===== src/design/mvrn_pkg.sv =====
`default_nettype none

package mvrn_pkg;

    // vector store depth and addressing
    localparam int MAX_COLS   = 64;
    localparam int ADDR_W     = $clog2(MAX_COLS);
    localparam int COL_W      = 6;
    localparam int COL_EXT_W  = 13;

    // command queue between front and back
    localparam int QDEPTH     = 4;
    localparam int QPTR_W     = $clog2(QDEPTH);

    // square root unit, one result bit per step
    localparam int SQRT_STEPS = 32;
    localparam int SQRT_CNT_W = $clog2(SQRT_STEPS);

    // request kinds
    localparam logic REQ_LOAD   = 1'b0;
    localparam logic REQ_MATRIX = 1'b1;

    typedef struct packed {
        logic               req_type;
        logic [COL_W-1:0]   col_index;
        logic signed [31:0] elem_value;
        logic signed [31:0] target_value;
        logic               row_end;
        logic               matrix_end;
    } t_in;

    typedef struct packed {
        logic [31:0] norm_value;
        logic        saturated;
    } t_out;

    // classified command held in the queue
    typedef struct packed {
        logic               is_load;
        logic               in_range;
        logic [ADDR_W-1:0]  addr;
        logic signed [31:0] elem;
        logic signed [31:0] target;
        logic               close_row;
        logic               mat_end;
    } t_cmd;

    // hand-off to the square root unit
    typedef struct packed {
        logic [63:0] sum;
        logic        sat;
    } t_sq_req;

    typedef struct packed {
        logic signed [63:0] val;
        logic               ovf;
    } t_sadd;

    function automatic t_sadd sat_add_s64(input logic signed [63:0] a,
                                          input logic signed [63:0] b);
        t_sadd       res;
        logic [63:0] s;
        s       = a + b;
        res.ovf = (a[63] == b[63]) && (s[63] != a[63]);
        if (res.ovf) begin
            res.val = a[63] ? {1'b1, 63'b0} : {1'b0, {63{1'b1}}};
        end else begin
            res.val = s;
        end
        return res;
    endfunction

endpackage

`default_nettype wire


===== src/design/mvrn_sqrt.sv =====
`default_nettype none

module mvrn_sqrt
    import mvrn_pkg::*;
(
    input  logic    i_clk,
    input  logic    i_rst_n,
    input  logic    i_start,
    input  t_sq_req i_req,
    output logic    o_ready,
    output logic    o_out_valid,
    input  logic    i_out_ready,
    output t_out    o_out_data
);

    localparam logic [1:0] S_IDLE = 2'd0;
    localparam logic [1:0] S_RUN  = 2'd1;
    localparam logic [1:0] S_HOLD = 2'd2;

    logic [1:0]            r_state;
    logic [SQRT_CNT_W-1:0] r_cnt;
    logic [63:0]           r_x;
    logic [32:0]           r_rem;
    logic [31:0]           r_root;
    logic                  r_sat;
    logic                  r_out_valid;
    t_out                  r_out;

    logic [34:0] w_rem_sh;
    logic [34:0] w_trial;
    logic [34:0] w_diff;
    logic        w_ge;
    logic [32:0] n_rem;
    logic [31:0] n_root;
    logic        w_slot_free;

    // restoring square root, two radicand bits per step
    always_comb begin
        w_rem_sh = {r_rem, r_x[63:62]};
        w_trial  = {1'b0, r_root, 2'b01};
        w_diff   = w_rem_sh - w_trial;
        w_ge     = (w_rem_sh >= w_trial);
        n_rem    = w_ge ? w_diff[32:0] : w_rem_sh[32:0];
        n_root   = {r_root[30:0], w_ge};
    end

    assign w_slot_free = !r_out_valid || i_out_ready;
    assign o_ready     = (r_state == S_IDLE);
    assign o_out_valid = r_out_valid;
    assign o_out_data  = r_out;

    always_ff @(posedge i_clk) begin
        if (!i_rst_n) begin
            r_state     <= S_IDLE;
            r_cnt       <= '0;
            r_out_valid <= 1'b0;
        end else begin
            if (r_state == S_HOLD && w_slot_free) begin
                r_out_valid <= 1'b1;
            end else if (r_out_valid && i_out_ready) begin
                r_out_valid <= 1'b0;
            end
            unique case (r_state)
                S_IDLE: begin
                    if (i_start) begin
                        r_state <= S_RUN;
                        r_cnt   <= SQRT_CNT_W'(SQRT_STEPS - 1);
                    end
                end
                S_RUN: begin
                    r_cnt <= r_cnt - SQRT_CNT_W'(1);
                    if (r_cnt == '0) begin
                        r_state <= S_HOLD;
                    end
                end
                S_HOLD: begin
                    if (w_slot_free) begin
                        r_state <= S_IDLE;
                    end
                end
                default: begin
                    r_state <= S_IDLE;
                end
            endcase
        end
    end

    always_ff @(posedge i_clk) begin
        if (r_state == S_IDLE && i_start) begin
            r_x    <= i_req.sum;
            r_rem  <= '0;
            r_root <= '0;
            r_sat  <= i_req.sat;
        end else if (r_state == S_RUN) begin
            r_x    <= {r_x[61:0], 2'b00};
            r_rem  <= n_rem;
            r_root <= n_root;
        end
        if (r_state == S_HOLD && w_slot_free) begin
            r_out.norm_value <= r_root;
            r_out.saturated  <= r_sat;
        end
    end

endmodule

`default_nettype wire


===== config.mk =====
export PLATFORM = sky130hd
export DESIGN_NAME = mvrn_sqrt
export DESIGN_NICKNAME = d
export VERILOG_FILES = /design/src/design/mvrn_pkg.sv /design/src/design/mvrn_sqrt.sv
export SDC_FILE = /design/constraint.sdc
export NUM_CORES = 1
export LEC_CHECK = 0
export BUFFER_PORTS_ARGS = -buffer_cell sky130_fd_sc_hd__buf_4
export CORE_ASPECT_RATIO = 0.75
export CORE_MARGIN = 10
export CORE_UTILIZATION = 40
export CTS_BUF_LIST = sky130_fd_sc_hd__clkbuf_8
export CTS_CLUSTER_DIAMETER = 60
export DETAILED_ROUTE_END_ITERATION = 16
export PLACE_DENSITY = 0.57
export SETUP_SLACK_MARGIN = 0.05
export SYNTH_ARGS = -nofsm -noshare
export SYNTH_HDL_FRONTEND = slang
export SYNTH_SLANG_ARGS = --single-unit

===== constraint.sdc =====
create_clock -name i_clk -period 4.7 [get_ports i_clk]
set_input_delay 0.705 -clock i_clk [delete_from_list [all_inputs] [get_ports i_clk]]
set_output_delay 0.705 -clock i_clk [all_outputs]
set_load 0.03 [all_outputs]

==> results of run 1 <==
==> power by group through the flow <==
stage          clock network [W]  logic, W  registers [W]
4_1_cts                  0.00111   0.00295        0.00196
3_5_place_dp                   0   0.00293        0.00200
2_1_floorplan                  0   0.00237        0.00197
3_3_place_gp                   0   0.00294        0.00199
5_1_grt                  0.00117   0.00331        0.00199
6_report                 0.00108   0.00296        0.00197
==> state kept, by name, indices dropped and copies added, names as in the netlist <==
name,cells
r_x,64
r_rem,33
r_cnt,5
r_root,32
r_sat,1
o_out_data,33
o_out_valid,1
r_state,2
==> cells in the mapped netlist (13+ instances only) <==
master / number
xnor2_1: 17
nor2_1: 31
edfxtp_1: 98
nand2_1: 240
o21ai_0: 68
o21ai_1: 13
mux2i_1: 22
dfxtp_1: 73
nor3_1: 16
a21oi_1: 31
nand3_1: 50
ha_1: 36
inv_1: 45
clkbuf_1: 39
==> final cells by class <==
type | instances | area [µm²]
Clock buffer | 17 | 234.0
Clock inverter | 15 | 185.2
Fill cell | 2058 | 11170
Inverter | 45 | 168.9
Multi-Input combinational cell | 670 | 3887
Sequential cell | 171 | 4404
Tap cell | 288 | 360.3
Timing Repair Buffer | 110 | 825.8
==> through the flow <==
step           power, W  worst slack (ns)
6_report       0.006005             1.469
5_1_grt        0.006470             1.118
4_1_cts        0.006028             1.444
3_5_place_dp   0.004932             1.482
3_3_place_gp   0.004929             1.565
2_1_floorplan  0.004340             1.718
==> metal layers <==
| metal | up-vias | wire (µm) |
|---|---|---|
| met5 | - | 0 |
| met4 | 0 | 154 |
| li1 | 3465 | - |
| met3 | 10 | 926 |
| met1 | 3243 | 10960 |
| met2 | 136 | 9198 |
==> critical path, cell delays in order, from the launching register on <==
cell and delay (ns):
dfxtp_1 0.36, inv_1 0.07, ha_1 0.42, a21o_1 0.24, o21bai_1 0.18, a2111oi_2 0.43
nor3_1 0.09, a2111o_1 0.39, nand2_1 0.58, a2111oi_2 0.05, a211o_1 0.30
==> worst paths after layout <==
check	start	to	slack (ns)
hold / removal	i_req[0]	r_sat$_DFFE_PP_	0.40
setup reg to reg	r_root[20]$_SDFFE_PP0P_	r_rem[28]$_SDFFE_PP0P_	1.47
hold reg to reg	r_sat$_DFFE_PP_	o_out_data[0]$_DFFE_PP_	0.45
setup / recovery	r_root[20]$_SDFFE_PP0P_	r_rem[28]$_SDFFE_PP0P_	1.47
==> cell families (layout without fill, tap and decap cells) <==
family          Yosys count  in the layout  share of synthesized area [%]
simple gates            393            393                          19.86
compound gates          196            196                          14.67
flops                   171            171                          50.78
buf+inv                  98            187                          4.631
fa+ha+maj                36             36                          5.193
xor+xnor                 23             23                          2.323
mux                      22             22                          2.539
==> results.md, run 1 <==
- The area added between synthesis and finish is 16.06%.
- For this block, the routed nets add up to 21240 µm of wire.
- The leakage power total is around 4.2 nW.
- The cell count after placement is 1284.
- The final RePlAce weighted congestion is 0.8814.
- The switching portion of total power is between 40 and 50%.
- In the routed design, unresolved DRC markers number 0.
- The number of CTS-inserted buffers is 17.
- The net load switching power is 0.002536 W.
- The count of standard-cell rows is 46.
- The layout net count is 1120.
- The vertical extent of the die is ~150 µm.
- The top cell type by area accounts for approximately 34% of the synthesized area.
- Counting flops with an async set or reset pin after synthesis yields a share of 0%.
- The worst hold path cell count is 1.
- In this run the power density over the cells is 596.5 nW/µm².
- The layer flagged by global routing as most heavily used is met1.
- Across the VDD grid, the largest voltage drop is 308.8 µV.
- The share of the clock period used by the worst path after layout is 68.74%.
- For this configuration, the core starts out at a cell density of 40.84%.
- The first-pass GRT wire length is 34630 µm.
- The cell count of the worst reg-to-reg path is 10.
- Among all flip-flop cells after synthesis, the most frequent one is edfxtp_1.
- The number of antenna-violating nets in the routed design is 0.
- The hold buffer count at cts is 0.
- The sum of net half-perimeters after detailed placement is around 15000 µm.
- The cell count after synthesis is 939.
- The number of antenna violations at the first check in global routing came to 0.
- The synthesized netlist net count is 1044.
- The sum of overflow across all layers after global routing is 0.
- After clock tree synthesis, the clock-pin slew on the worst setup and hold paths is 0.11 ns.
- Per report_power, the sequential group accounts for 32.7% of the total.
- Measured along the x axis, the die boundary spans about 190 µm.
- The final critical delay including setup and external delays is around 3.2 ns.
- The placed instances occupy a cell area of 9647 µm².
- For the pin with the worst max-slew slack, the measured transition is 1.071 ns.
- STA classifies the critical path startpoint as a flop.
- The H-tree generated during clock tree synthesis spans 4 levels.
- The root buffer cell is clkbuf_8.
- The class of the worst hold path is in -> reg.
- The share of post-route cells with drive strength above 1 is 15.66%.
- In this run the deepest clock path goes through 2 buffers.
- The flow ran to the end, and the final reports show no timing, DRC or antenna violations.
- In this run the mean area of a mapped cell was about 9.2 µm².
- For met3 alone, demand over resource in global routing was 3.197%.
- The number of vias per cell after detailed routing is 5.208.
- The share of synthesized area occupied by flip-flops and latches is 50.78%.
- Counting every sink on the clock net gives 171.
- The total non-filler cell area in the finished layout is between 10000 and 15000 µm².
- The number of setup buffers added after CTS is 0.
- In this run the count of I/O pins placed on the die edge is 104.
- The critical path is of the reg -> reg type.
- The post-CTS resize count is 0.
- The nature of the critical path endpoint is a flop.
- The synthesized design contains 98 enable-type register cells.
- Hold is met by 0.4031 ns.
- The number of failing setup endpoints in the final timing report is 0.
- Data arrives at the worst endpoint at 3.59 ns.
- The CTS tree is built.
- The core region area is 21240 µm².
- The maximum fanout encountered on the critical timing path is 20.
- The floorplan step defined a die boundary enclosing 28030 µm².
- The share of the core filled with cells is about 47%.
- The max-slew violation total from the final report is 0.
- 0 antenna diodes ended up in the layout.
- Combinational logic is responsible for between 40 and 50% of the overall power.
- For met2 alone, demand over resource in global routing was 21.98%.
- The number of max-cap violations is 0.
- The routed via count is a little under 7000.
- Global routing consumed, on the met1 layer, around 22% of the routing resources.
- The detailed-router iteration count before antenna repair is 7.
- For the worst-skew pair, the clock arrives at the later sink with an insertion delay of 0.48 ns.
- Leaving out fill and tap cells, the most frequent cells in the layout are 238 x nand2_1, 110 x buf_4, 98 x edfxtp_1, 73 x dfxtp_1, 68 x o21ai_0.
- Summing every instance area after synthesis gives 8673 µm².
- Yosys attributes the largest share of cell area to edfxtp_1 34%, dfxtp_1 17%, nand2_1 10%, ha_1 5.2%, o21ai_0 3.9%.
- Setup repair after global routing left no endpoint under its margin.
- Synthesis instantiated 67 different standard cells from the library.
- Entering global routing, the biggest net connects 68 pins.
- The synthesized design contains 171 register bits.
- Across every metal layer, demand over resource in global routing totals 15.14%.
- The hold violation count in the final report is 0.
- The Yosys step of the flow raised 0 warnings.
- The relative slew slack is 28.47%.
- After routing, the total negative slack on setup checks comes to 0 ns.
- The most common cell after layout, fill and taps aside is nand2_1.
- The maximum clock rate is 309.5 MHz.
- Port buffering added 103 buffers.
- The post-synthesis cell type with the largest combined area is edfxtp_1.
- The proportion of power drawn by the clock network is around 18%.
- The data required time at the worst endpoint is ~5 ns.
- After the flow finishes, the layout carries non-filler instances totaling between 1000 and 1500.
- The detailed router finished its first iteration with 506 violations.
- Between clock sinks in the finished design, the worst skew comes to 0.01940 ns.
- After detailed routing, the average wire length per cell comes to around 16 µm.
- The number of global-route vias before repair is around 6400.
- The cell-internal power is 0.003468 W.
Power figures use the tool's default switching activity.
==> inputs of run 2 (changes only) <==
==> constraint.sdc (replaced) <==
create_clock -name i_clk -period 3.1 [get_ports i_clk]
set_input_delay 0.465 -clock i_clk [delete_from_list [all_inputs] [get_ports i_clk]]
set_output_delay 0.465 -clock i_clk [all_outputs]
set_load 0.03 [all_outputs]
==> run 2 against run 1 <==
Against the previous run: flip-flop and latch count did not move; die area unchanged; largest power group unchanged; critical path type unchanged; sequential power grew 51%.
==> results.md, run 2 (synthesis gave the netlist of run 1 again) <==
- The critical path goes through inv_1 > ha_1 > nor2b_4 > o31a_1 > o31ai_4 > a2111oi_2 > or4b_2 > a311oi_1 > or3_1 > o21ai_0.
- Pin placement for this block handled 104 I/O pins.
- The worst setup path is captured at a flop.
- Before antenna repair, the detailed router went through 5 iterations.
- Setup violations remaining at the end of the flow were counted as 0.
- The flip-flop count of the largest register after layout is 64.
- The hold violation count in the final report is 0.
- The quantity of I/O buffers inserted on ports is 103.
- r_x holds more flip-flops than any other register.
- The mean routed wirelength per cell is 16.07 µm.
- The number of antenna-violating nets in the routed design is 0.
- STA classifies the critical path startpoint as a flop.
- The family with the most delay on the worst path is compound AO/OA/AOI/OAI gates.
- The repair_antennas step left the layout with diodes totalling 0.
- The worst-path cell with the longest stage delay is or4b_2.
- Summed over all cells, the static leakage comes to 4.363 nW.
- After layout, the minimum clock period comes to 2.881 ns.
- Clock latency on the worst-skew pair, taken at its later pin, is 0.47 ns.
- The launching element of the worst setup path is r_x[62]$_DFFE_PP_.
- The routed design has 21500 µm of wire.
- The sum of net half-perimeters after detailed placement is 15070 µm.
- The worst vdd rail ir drop is a little under 600 µV.
- For the worst flop-to-flop path, the logic depth is 10.
- Dividing total power by cell area gives a power density of 922.9 nW/µm².
- At the worst endpoint, the arrival time is 3.23 ns.
- The final RePlAce weighted congestion is about 0.90.
- The max-slew violation total from the final report is 0.
- The class of the worst hold path is in -> reg.
- The floorplan step set the die height to 147.5 µm.
- The data required time at the worst endpoint is 3.45 ns.
- The clock arrives with 0.01765 ns of skew.
- The area enclosed by the die boundary is approximately 28000 µm².
- The area growth from synthesis to layout is 19.36%.
- Counting both buffers and inverters, the worst setup path holds a total of 1.
- The delay of the slowest cell on the worst path is 0.64 ns.
- The critical register-to-register path startpoint is r_x[62]$_DFFE_PP_.
- Across all layers, the routed design uses 6875 vias.
- The sum of overflow across all layers after global routing is 0.
- Headroom to the max-slew limit came out at 56.79%.
- After layout, the design draws a total of 0.009554 W.
- The number of global-route vias before repair is roughly 6500.
- The H-tree was split into 4 levels.
- Once the floorplan was initialized, standard cells occupied around two fifths of the core.
- The total global routing track utilization is 15.29%.
- TritonCTS built the clock tree.
- The count of standard-cell rows is 46.
- Clock tree synthesis found a total of 171 sinks.
- The number of vias per cell after detailed routing is 5.138.
- For this block, the initial DRC count from the detailed router was 516.
- The clock passes through at most 2 buffers.
- In the final layout, the share of cells above drive strength 1 is a little under a fifth.
- The endpoint identified for the worst register-to-register timing path is r_rem[30]$_SDFFE_PP0P_.
- The run finished with clean final reports.
- In the layout the commonest cells are 238 x nand2_1, 127 x buf_4, 98 x edfxtp_1, 73 x dfxtp_1, 65 x o21ai_0.
- The classification of the worst setup path is reg -> reg.
- The critical path crosses 10 cells after its start point.
- For the pin with the worst max-slew slack, the measured transition is 0.6481 ns.
- The core region area is 21240 µm².
- Static timing analysis puts the maximum clock frequency at 347.1 MHz.
- The worst hold slack across all endpoints is 0.1678 ns.
- Setup repair after global routing left no endpoint under its margin.
- The first global-routing pass estimated about 35000 µm of wire.
- The number of max-cap violations is 0.
- The post-CTS clock slew at the launch and capture registers of the worst setup and hold paths is approximately 0.11 ns.
- In this run, CTS created clock tree buffers numbering 17.
- The layout net count is 1142.
- The pin count of the biggest net entering global routing is 95.
- The library cell used most frequently in the layout, excluding fill and tap cells, is nand2_1.
- The share of the clock period used by the worst path after layout is 92.94%.
- The most critical setup path has its endpoint at r_rem[30]$_SDFFE_PP0P_.
- The die is approximately 190 µm wide.
- The number of antenna violations at the first check in global routing is 0.
- The root buffer cell is clkbuf_8.
- Across all register-to-register paths, the minimum setup slack is 0.22 ns.
- The maximum fanout encountered on the critical timing path is 5.
- In the routed design, unresolved DRC markers number 0.
- For the final routed database, the setup TNS stands at 0 ns.
- The share of the core filled with cells is around half.
- In this run, post-CTS hold repair placed 0 buffers.
==> run 2: power breakdown <==
group	switching (W)	internal, W
sequential	0.000193	0.00279
combinational	0.00279	0.00216
clock	0.000999	0.000615
total	0.00399	0.00557
==> run 2: stage by stage <==
stage | worst slack [ns] | instances | area (µm²)
2_1_floorplan | 0.1176 | 939 | 8673
3_3_place_gp | 0.08700 | 1305 | 9867
3_5_place_dp | 0.07527 | 1305 | 9867
4_1_cts | 0.08264 | 1337 | 10270
5_1_grt | 0.05708 | 1338 | 10350
6_report | 0.2190 | 1338 | 10350
==> run 2: how the worst min path moves through the flow <==
stage,start,cells after the start,endpoint
after CTS,i_req[0],1,r_sat$_DFFE_PP_
final,i_req[0],1,r_sat$_DFFE_PP_
after global routing,i_req[0],1,r_sat$_DFFE_PP_
after global placement,r_sat$_DFFE_PP_,0,o_out_data[0]$_DFFE_PP_
after floorplan,r_sat$_DFFE_PP_,0,o_out_data[0]$_DFFE_PP_
after detailed placement,r_sat$_DFFE_PP_,0,o_out_data[0]$_DFFE_PP_
==> run 2: metal layers <==
layer	GRT usage (%)	share of wire [%]	vias to the layer above
li1	-	-	3507
met1	22.47	51	3224
met2	21.98	44	123
met3	3.244	4.5	21
met4	4.117	1.3	0
met5	0	0	-
==> run 2: area by class of cell <==
cell class / instances / area, µm²
Multi-Input combinational cell: 670 / 3960
Inverter: 45 / 168.9
Timing Repair Buffer: 132 / 1054
Sequential cell: 171 / 4404
Fill cell: 2014 / 10890
Tap cell: 288 / 360.3
Clock inverter: 15 / 171.4
Clock buffer: 17 / 234.0
==> run 2: timing repair <==
item,in CTS,in global routing
gates resized for setup,1,15
setup endpoints to repair,5,25
pin swaps,0,5
buffers inserted,0,1
==> run 2: worst reg2reg max path, delay by kind of cell, from the launching register on <==
kind,cells,cell delay (ns)
compound gates,5,1.11
fa+ha+maj,1,0.24
buf+inv,1,0.11
simple gates,3,0.85
flops,1,0.47
